[config.mk]
export PLATFORM = sky130hd
export DESIGN_NAME = linear_q_learning_agent
export DESIGN_NICKNAME = d
export VERILOG_FILES = /design/src/rtl/lq_pkg.sv /design/src/rtl/lq_mul.sv /design/src/rtl/linear_q_learning_agent.sv
export SDC_FILE = /design/constraint.sdc
export NUM_CORES = 2
export LEC_CHECK = 0
export ABC_CLOCK_PERIOD_IN_PS = 9900
export BUFFER_PORTS_ARGS = -buffer_cell sky130_fd_sc_hd__buf_2
export CORE_MARGIN = 2
export CORE_UTILIZATION = 60
export CTS_BUF_LIST = sky130_fd_sc_hd__clkbuf_4 sky130_fd_sc_hd__clkbuf_8
export DETAILED_ROUTE_END_ITERATION = 16
export PLACE_DENSITY = 0.79
export REMOVE_ABC_BUFFERS = 1
export SLEW_MARGIN = 20
export SYNTH_ARGS = -nofsm -noshare
export SYNTH_HDL_FRONTEND = slang
export SYNTH_SLANG_ARGS = --single-unit
[constraint.sdc]
create_clock -name clock -period 9.9 [get_ports clock]
set_clock_uncertainty 0.2 [all_clocks]
set_input_delay 0.99 -clock clock [delete_from_list [all_inputs] [get_ports clock]]
set_output_delay 0.99 -clock clock [all_outputs]
set_load 0.02 [all_outputs]
[src/rtl/lq_pkg.sv]
// Package for the linear Q-learning agent: defaults, action codes, saturation helper.
package lq_pkg;

   localparam int NumChoicesDefault  = 3;
   localparam int NumFeaturesDefault = 3;

   localparam logic [15:0] LearningRateReset = 16'd131;
   localparam logic [15:0] DiscountReset     = 16'd64881;
   localparam logic [16:0] ExploreDecReset   = 17'd131;
   localparam logic [16:0] ExploreRateReset  = 17'd65536;
   localparam logic [16:0] FeatureOne        = 17'd65536;

   localparam int MulAWidth = 32;
   localparam int MulBWidth = 17;
   localparam int MulPWidth = MulAWidth + MulBWidth + 1;

   typedef enum logic [1:0] {
      ACT_GREEDY  = 2'd0,
      ACT_EXPLORE = 2'd1,
      ACT_UPDATE  = 2'd2,
      ACT_END     = 2'd3
   } action_type;

   typedef enum logic [1:0] {
      CSR_LEARNING_RATE = 2'd0,
      CSR_DISCOUNT      = 2'd1,
      CSR_EXPLORE_DEC   = 2'd2,
      CSR_UNUSED        = 2'd3
   } csr_index_type;

   function automatic logic signed [31:0] sat32(input logic signed [63:0] x);
      logic signed [31:0] r;
      if (x > 64'sh0000_0000_7FFF_FFFF) begin
         r = 32'sh7FFF_FFFF;
      end else if (x < -64'sh0000_0000_8000_0000) begin
         r = 32'sh8000_0000;
      end else begin
         r = x[31:0];
      end
      return r;
   endfunction

endpackage

[src/rtl/lq_mul.sv]
// Shared signed-by-unsigned multiplier with registered product.
module lq_mul
   import lq_pkg::*;
(
   input  logic                               clock,
   input  logic signed [MulAWidth-1:0]        a,
   input  logic        [MulBWidth-1:0]        b,
   output logic signed [MulPWidth-1:0]        prod_ff
);

   logic signed [MulPWidth-1:0] prod_in;

   assign prod_in = MulPWidth'(a) * $signed({1'b0, b});

   always_ff @(posedge clock) begin
      prod_ff <= prod_in;
   end

endmodule

[src/rtl/linear_q_learning_agent.sv]
// Top level of the linear Q-learning agent: sequencer, weight table, state.
//
// Usage: drive the req_ ports and pulse start while busy is low; the
// transaction is taken at that edge. Exactly one result follows, shown on
// the rsp_ ports for one cycle with rsp_valid high; the receiver cannot
// stall and must take it then.
// Sequencing, one multiply/accumulate pair per feature on a single shared
// multiplier (F = NUM_INPUT_FEATURES, C = NUM_CHOICES):
//   greedy choose:     F pairs for each of the C choices
//   exploring choose:  F pairs on the random pick, else as greedy
//   update:            as greedy unless finished; TD error; F weight updates
//   end of match:      no multiplies, busy stays low
// A new transaction may start in the cycle the result is shown.
// Registers are written through csr_we/csr_index/csr_data; the user must
// write them only while idle (not enforced by the block); index 3 is ignored.
// Reset (synchronous) clears the weights and saved state, sets the
// exploration rate to 1.0 and the registers to their defaults.
module linear_q_learning_agent
   import lq_pkg::*;
#(
   parameter int NUM_CHOICES        = NumChoicesDefault,
   parameter int NUM_INPUT_FEATURES = NumFeaturesDefault
)(
   input  logic               clock,
   input  logic               reset,
   input  logic               start,
   output logic               busy,
   input  logic [1:0]         req_action,
   input  logic [15:0]        req_food_closeness,
   input  logic [15:0]        req_ghost_probability,
   input  logic               req_finished,
   input  logic signed [15:0] req_reward,
   input  logic [15:0]        req_explore_draw,
   input  logic [1:0]         req_explore_pick,
   output logic               rsp_valid,
   output logic [1:0]         rsp_chosen_behavior,
   output logic signed [31:0] rsp_q_value,
   output logic signed [31:0] rsp_td_error,
   output logic               rsp_explored,
   input  logic               csr_we,
   input  logic [1:0]         csr_index,
   input  logic [16:0]        csr_data
);

   localparam int CW  = $clog2(NUM_CHOICES);
   localparam int FW  = $clog2(NUM_INPUT_FEATURES);
   localparam int NW  = NUM_CHOICES * NUM_INPUT_FEATURES;
   localparam int WAW = $clog2(NW);

   typedef enum logic [9:0] {
      S_IDLE  = 10'b00_0000_0001,
      S_QMUL  = 10'b00_0000_0010,
      S_QACC  = 10'b00_0000_0100,
      S_QEND  = 10'b00_0000_1000,
      S_TGMUL = 10'b00_0001_0000,
      S_TERR  = 10'b00_0010_0000,
      S_TAMUL = 10'b00_0100_0000,
      S_TSTEP = 10'b00_1000_0000,
      S_UMUL  = 10'b01_0000_0000,
      S_UACC  = 10'b10_0000_0000
   } state_type;

   state_type state_ff, state_in;

   logic [15:0] alpha_ff, alpha_in;
   logic [15:0] gamma_ff, gamma_in;
   logic [16:0] edec_ff, edec_in;
   logic [16:0] erate_ff, erate_in;

   logic signed [31:0] w_ff [NW];
   logic [15:0]        sfood_ff, sfood_in;
   logic [15:0]        sghost_ff, sghost_in;
   logic [CW-1:0]      sbeh_ff, sbeh_in;
   logic signed [31:0] sq_ff, sq_in;

   action_type         act_ff, act_in;
   logic [15:0]        food_ff, food_in;
   logic [15:0]        ghost_ff, ghost_in;
   logic signed [15:0] reward_ff, reward_in;
   logic               single_ff, single_in;
   logic [CW-1:0]      b_ff, b_in;
   logic [FW-1:0]      i_ff, i_in;
   logic signed [63:0] acc_ff, acc_in;
   logic signed [31:0] bestq_ff, bestq_in;
   logic [CW-1:0]      bestb_ff, bestb_in;
   logic signed [31:0] td_ff, td_in;
   logic signed [31:0] step_ff, step_in;

   logic               rv_ff, rv_in;
   logic [1:0]         rbeh_ff, rbeh_in;
   logic signed [31:0] rq_ff, rq_in;
   logic signed [31:0] rtd_ff, rtd_in;
   logic               rexp_ff, rexp_in;

   logic signed [MulAWidth-1:0] mul_a;
   logic [MulBWidth-1:0]        mul_b;
   logic signed [MulPWidth-1:0] prod;

   logic [WAW-1:0]     qaddr, uaddr;
   logic               wr_en;
   logic signed [31:0] wr_data;
   logic signed [63:0] prod_sh;
   logic signed [31:0] q_now;
   logic               take;
   logic [2:0]         pick_ext;
   logic [CW-1:0]      pick_mod;
   logic [CW+1:0]      beh_ext;
   logic [CW+1:0]      sbeh_ext;
   logic [17:0]        erate_diff;

   lq_mul u_mul (
      .clock   (clock),
      .a       (mul_a),
      .b       (mul_b),
      .prod_ff (prod)
   );

   function automatic logic [16:0] feat(input logic [FW-1:0] idx,
                                        input logic [15:0] f1,
                                        input logic [15:0] f2);
      logic [16:0] r;
      if (32'(idx) == 0) begin
         r = FeatureOne;
      end else if (32'(idx) == 1) begin
         r = {1'b0, f1};
      end else if (32'(idx) == 2) begin
         r = {1'b0, f2};
      end else begin
         r = '0;
      end
      return r;
   endfunction

   assign qaddr   = WAW'(int'(b_ff) * NUM_INPUT_FEATURES + int'(i_ff));
   assign uaddr   = WAW'(int'(sbeh_ff) * NUM_INPUT_FEATURES + int'(i_ff));
   assign prod_sh = 64'(prod >>> 16);
   assign q_now   = sat32(acc_ff >>> 16);
   assign take    = single_ff || (b_ff == '0) || (q_now > bestq_ff);
   assign pick_ext = {1'b0, req_explore_pick};
   assign pick_mod = (32'(pick_ext) >= NUM_CHOICES) ?
                     CW'(32'(pick_ext) - NUM_CHOICES) : CW'(pick_ext);
   assign beh_ext  = {2'b00, (take ? b_ff : bestb_ff)};
   assign sbeh_ext = {2'b00, sbeh_ff};
   assign erate_diff = {1'b0, erate_ff} - {1'b0, edec_ff};
   assign wr_data  = sat32(64'(w_ff[uaddr]) + prod_sh);

   assign busy                = (state_ff != S_IDLE);
   assign rsp_valid           = rv_ff;
   assign rsp_chosen_behavior = rbeh_ff;
   assign rsp_q_value         = rq_ff;
   assign rsp_td_error        = rtd_ff;
   assign rsp_explored        = rexp_ff;

   always_comb begin
      mul_a = '0;
      mul_b = '0;
      case (state_ff)
         S_QMUL: begin
            mul_a = w_ff[qaddr];
            mul_b = feat(i_ff, food_ff, ghost_ff);
         end
         S_TGMUL: begin
            mul_a = bestq_ff;
            mul_b = {1'b0, gamma_ff};
         end
         S_TAMUL: begin
            mul_a = td_ff;
            mul_b = {1'b0, alpha_ff};
         end
         S_UMUL: begin
            mul_a = step_ff;
            mul_b = feat(i_ff, sfood_ff, sghost_ff);
         end
         default: begin
         end
      endcase
   end

   always_comb begin
      state_in  = state_ff;
      alpha_in  = alpha_ff;
      gamma_in  = gamma_ff;
      edec_in   = edec_ff;
      erate_in  = erate_ff;
      sfood_in  = sfood_ff;
      sghost_in = sghost_ff;
      sbeh_in   = sbeh_ff;
      sq_in     = sq_ff;
      act_in    = act_ff;
      food_in   = food_ff;
      ghost_in  = ghost_ff;
      reward_in = reward_ff;
      single_in = single_ff;
      b_in      = b_ff;
      i_in      = i_ff;
      acc_in    = acc_ff;
      bestq_in  = bestq_ff;
      bestb_in  = bestb_ff;
      td_in     = td_ff;
      step_in   = step_ff;
      rv_in     = 1'b0;
      rbeh_in   = rbeh_ff;
      rq_in     = rq_ff;
      rtd_in    = rtd_ff;
      rexp_in   = rexp_ff;
      wr_en     = 1'b0;

      if (csr_we) begin
         case (csr_index_type'(csr_index))
            CSR_LEARNING_RATE: alpha_in = csr_data[15:0];
            CSR_DISCOUNT:      gamma_in = csr_data[15:0];
            CSR_EXPLORE_DEC:   edec_in  = csr_data;
            default: begin
            end
         endcase
      end

      case (state_ff)
         S_IDLE: begin
            if (start) begin
               act_in    = action_type'(req_action);
               food_in   = req_food_closeness;
               ghost_in  = req_ghost_probability;
               reward_in = req_reward;
               single_in = 1'b0;
               b_in      = '0;
               i_in      = '0;
               acc_in    = '0;
               case (action_type'(req_action))
                  ACT_GREEDY: state_in = S_QMUL;
                  ACT_EXPLORE: begin
                     state_in = S_QMUL;
                     if ({1'b0, req_explore_draw} < erate_ff) begin
                        single_in = 1'b1;
                        b_in      = pick_mod;
                     end
                  end
                  ACT_UPDATE: begin
                     if (req_finished) begin
                        bestq_in = '0;
                        state_in = S_TGMUL;
                     end else begin
                        state_in = S_QMUL;
                     end
                  end
                  default: begin
                     erate_in = erate_diff[17] ? '0 : erate_diff[16:0];
                     rv_in    = 1'b1;
                     rbeh_in  = sbeh_ext[1:0];
                     rq_in    = '0;
                     rtd_in   = '0;
                     rexp_in  = 1'b0;
                  end
               endcase
            end
         end
         S_QMUL: state_in = S_QACC;
         S_QACC: begin
            acc_in = acc_ff + 64'(prod);
            if (32'(i_ff) == NUM_INPUT_FEATURES - 1) begin
               i_in     = '0;
               state_in = S_QEND;
            end else begin
               i_in     = i_ff + 1'b1;
               state_in = S_QMUL;
            end
         end
         S_QEND: begin
            acc_in = '0;
            if (take) begin
               bestq_in = q_now;
               bestb_in = b_ff;
            end
            if (!single_ff && (32'(b_ff) != NUM_CHOICES - 1)) begin
               b_in     = b_ff + 1'b1;
               state_in = S_QMUL;
            end else if (act_ff == ACT_UPDATE) begin
               state_in = S_TGMUL;
            end else begin
               sbeh_in   = take ? b_ff : bestb_ff;
               sq_in     = take ? q_now : bestq_ff;
               sfood_in  = food_ff;
               sghost_in = ghost_ff;
               rv_in     = 1'b1;
               rbeh_in   = beh_ext[1:0];
               rq_in     = take ? q_now : bestq_ff;
               rtd_in    = '0;
               rexp_in   = single_ff;
               state_in  = S_IDLE;
            end
         end
         S_TGMUL: state_in = S_TERR;
         S_TERR: begin
            td_in    = sat32({{32{reward_ff[15]}}, reward_ff, 16'h0000} + prod_sh
                             - 64'(sq_ff));
            state_in = S_TAMUL;
         end
         S_TAMUL: state_in = S_TSTEP;
         S_TSTEP: begin
            step_in  = prod_sh[31:0];
            i_in     = '0;
            state_in = S_UMUL;
         end
         S_UMUL: state_in = S_UACC;
         S_UACC: begin
            wr_en = 1'b1;
            if (32'(i_ff) == NUM_INPUT_FEATURES - 1) begin
               i_in     = '0;
               rv_in    = 1'b1;
               rbeh_in  = sbeh_ext[1:0];
               rq_in    = bestq_ff;
               rtd_in   = td_ff;
               rexp_in  = 1'b0;
               state_in = S_IDLE;
            end else begin
               i_in     = i_ff + 1'b1;
               state_in = S_UMUL;
            end
         end
         default: state_in = S_IDLE;
      endcase
   end

   always_ff @(posedge clock) begin
      if (reset) begin
         state_ff  <= S_IDLE;
         alpha_ff  <= LearningRateReset;
         gamma_ff  <= DiscountReset;
         edec_ff   <= ExploreDecReset;
         erate_ff  <= ExploreRateReset;
         sfood_ff  <= '0;
         sghost_ff <= '0;
         sbeh_ff   <= '0;
         sq_ff     <= '0;
         rv_ff     <= 1'b0;
         for (int k = 0; k < NW; k++) begin
            w_ff[k] <= '0;
         end
      end else begin
         state_ff  <= state_in;
         alpha_ff  <= alpha_in;
         gamma_ff  <= gamma_in;
         edec_ff   <= edec_in;
         erate_ff  <= erate_in;
         sfood_ff  <= sfood_in;
         sghost_ff <= sghost_in;
         sbeh_ff   <= sbeh_in;
         sq_ff     <= sq_in;
         rv_ff     <= rv_in;
         if (wr_en) begin
            w_ff[uaddr] <= wr_data;
         end
      end
   end

   always_ff @(posedge clock) begin
      act_ff    <= act_in;
      food_ff   <= food_in;
      ghost_ff  <= ghost_in;
      reward_ff <= reward_in;
      single_ff <= single_in;
      b_ff      <= b_in;
      i_ff      <= i_in;
      acc_ff    <= acc_in;
      bestq_ff  <= bestq_in;
      bestb_ff  <= bestb_in;
      td_ff     <= td_in;
      step_ff   <= step_in;
      rbeh_ff   <= rbeh_in;
      rq_ff     <= rq_in;
      rtd_ff    <= rtd_in;
      rexp_ff   <= rexp_in;
   end

endmodule
==> summary.txt <==
largest net degree at the start of global routing = 86
die area = 0.125 mm²
H-Tree Level Count = 4
pwr dens = 210 mW/mm²
Syn Inst Count = 6,733
Psw = 6700 µW
Slew Limit Headroom = 17.8%
Flop pwr share = 31.3%
# IOs = 161
Yosys reg bits = 989
detailed-route DRC error count = 0
most frequent CP cell = fa_1
WL final = 239,000 µm
VDD IR-drop max = 0.204 mV
Main synth FF type = edfxtp_1
f_max = 103 MHz
PortBufs = 160
CP startpoint kind = flip-flop
die width = 353 µm
internal power = 10,300 µW
worst skew pair latency = 930 ps
Worst-Margin Slew = 1230 ps
Worst R2R Setup Slack = 180 ps
clock tree buffer depth = 3
Final Max Tran Viols = 0
final net count = 7,940
Placer Congestion = 1.03
pre-CTS setup slack = 11.2 ps
kind of critical path = flip-flop to flip-flop
Worst-path clk slew = 60 ps
Yosys top cell by area = edfxtp_1
Final Non-Filler Cells = 8,728
core area = 0.121 mm²
synthesized area per cell = 10.9 µm²
gr usage total = 38.2%
clk sinks = 989
number of max-cap violations = 0
wire per inst = 27.3 µm
Initial Util = 60.3%
Root Buffer = clkbuf_8
CP required = 10,490 ps
placed cell areas = 0.0770 mm²
Critical Path AT = 10,310 ps
Clock power frac = 23.2%
Yosys top cell area share = 32.6%
Synth Cell Area = 0.0732 mm²
Hold Fails Final Rpt = 0
row cnt = 128
unrepaired setup endpoints after global routing = yes
min Tclk post-route = 9720 ps
first-pass GRT wire length = 355,000 µm
crit-path max cell delay = 630 ps
post-layout util = 66.7%
first-pass detailed-route iteration total = 6
vias per inst = 6.57
initial antenna violation count = 12
final setup fails = 0
fill count = 8,989
setup tns final = 0 ps
LEAKAGE = 0.0332 µW
HPWL Detailed = 171,000 µm
Hold WC Path Type = primary input to flip-flop
Synth area leaders = edfxtp_1, fa_1, mux4_2
Slowest cell on crit path = fa_2
CP Max Fanout = 18
Switching Share = 39.4%
placed cell count = 8,404
via count of the first global-routing pass = 58,400
Final Cycle Share = 98.1%
CTS tree = done
ys async rst share = 0%
GRT overflow = 0
die height = 353 µm
initial detailed-routing violation count = 7,991
Routed Antenna Nets = 0
Critical Path End Type = flip-flop
count of cell types in the netlist = 97
Layout Area Growth over Synthesis = 10.5%
Final Worst Setup Slack = 184 ps
post-synthesis sequential area ratio = 37.9%
status = finished, final reports clean
number of buffers created by CTS = 168
combinational fraction of design power = 45.5%
final instance area = 0.0809 mm²
vias after detailed routing = 57,400
layout cells sized above 1 = 16.6%
EDFF count, synth = 796
synth warn = 0
[synthesized netlist by cell type (all sizes together) (97+ instances only)]
library cell and count:
edfxtp 796, nor2 558, nor2b 122, a21o 152, ha 338, fa 547, mux4 305, nand2 696
dfxtp 193, inv 864, xnor2 111, o31ai 97, clkbuf 286, a21oi 334, o21ai 284
[sequential cells by signal, indices dropped and copies added, names as in the netlist, 17 cells and up]
register	cells
acc_ff	64
bestq_ff	32
edec_ff	17
erate_ff	17
rsp_q_value	32
rsp_td_error	32
sq_ff	32
step_ff	32
td_ff	32
u_mul.prod_ff	50
w_ff	512
[per-stage QoR]
| stage | hold slack [ps] | total power [µW] |
|---|---|---|
| after floorplan | 225 | 10500 |
| after global placement | 238 | 12400 |
| after detailed placement | 244 | 12600 |
| after CTS | 3.36 | 16500 |
| after global routing | 21.4 | 17400 |
| final | 34.6 | 17000 |
[cell usage in the layout, fill, tap and decap left out, types with 182 or more instances in the layout]
master | synthesis | layout
fa_1 | 547 | 545
ha_1 | 338 | 333
a21oi_1 | 332 | 320
mux4_2 | 305 | 305
clkbuf_8 | 0 | 182
nor2_1 | 549 | 543
nand2_1 | 695 | 694
edfxtp_1 | 796 | 796
inv_1 | 862 | 860
dfxtp_1 | 193 | 193
o21ai_0 | 260 | 254
buf_4 | 1 | 257
[layer usage]
layer,vias up,track usage [%],wire length (µm)
met5,-,0,69
met4,12,23.3,17000
met3,1026,11.9,32600
met2,4426,59.1,109000
met1,28000,47.0,80200
li1,23900,-,-
[layout make-up]
cell class                 instances  area (µm²)  area share (%)
clock buffer                     239        2930            3.62
clock inverter                    70         616           0.761
multi-input combinational       4498       41100            50.8
sequential                       989       27800            34.3
timing repair buffer             442        3250            4.01
antenna                            1        2.50         0.00309
tap                             1625        2030            2.51
inverter                         864        3250            4.01
[cell families after synthesis]
family,count (synthesis),synth area share (%)
AND/OR/NAND/NOR,1808,11.2
multiplexers,389,10.6
flip-flops,989,37.9
adder cells (fa/ha/maj),885,20.7
buffers and inverters,1246,6.60
XOR/XNOR,179,2.14
AO/OA/AOI/OAI,1237,10.9
[repair_timing]
| item | in CTS | in global routing |
|---|---|---|
| endpoints found under the setup margin | 3 | 16 |
| pin swaps | 0 | 5 |
| gates resized for setup | 3 | 32 |
| buffers inserted | 0 | 11 |
| hold buffers | 0 | 0 |
| gates cloned | 0 | 2 |
[path summary, 6_finish.rpt]
kind,start,to,cells after the start
worst max register to register,b_ff[0],u_mul.prod_ff[46],34
worst min-delay path,req_reward[2],reward_ff[2],1
worst min register to register,sghost_ff[6],sghost_ff[6],2
worst max-delay path,b_ff[0],u_mul.prod_ff[46],34
[power groups by stage]
stage / combinational [µW] / sequential (µW) / clock, µW
global route: 8010 / 5340 / 4100
CTS: 7220 / 5310 / 3930
global placement: 7000 / 5380 / 0
floorplan: 5000 / 5480 / 0
finish: 7730 / 5320 / 3930
detailed placement: 7170 / 5390 / 0
[critical path: cells and delay by family (launching register included)]
family / cells / cell delay (ps)
buffers and inverters: 9 / 930
and+or+nand+nor: 5 / 740
DFF: 1 / 350
xor gates and xnor gates: 1 / 130
AOI/OAI and AO/OA: 8 / 2150
muxes: 1 / 280
adders and majority gates: 10 / 4810
Note: power is estimated with default switching activity, not from simulation.
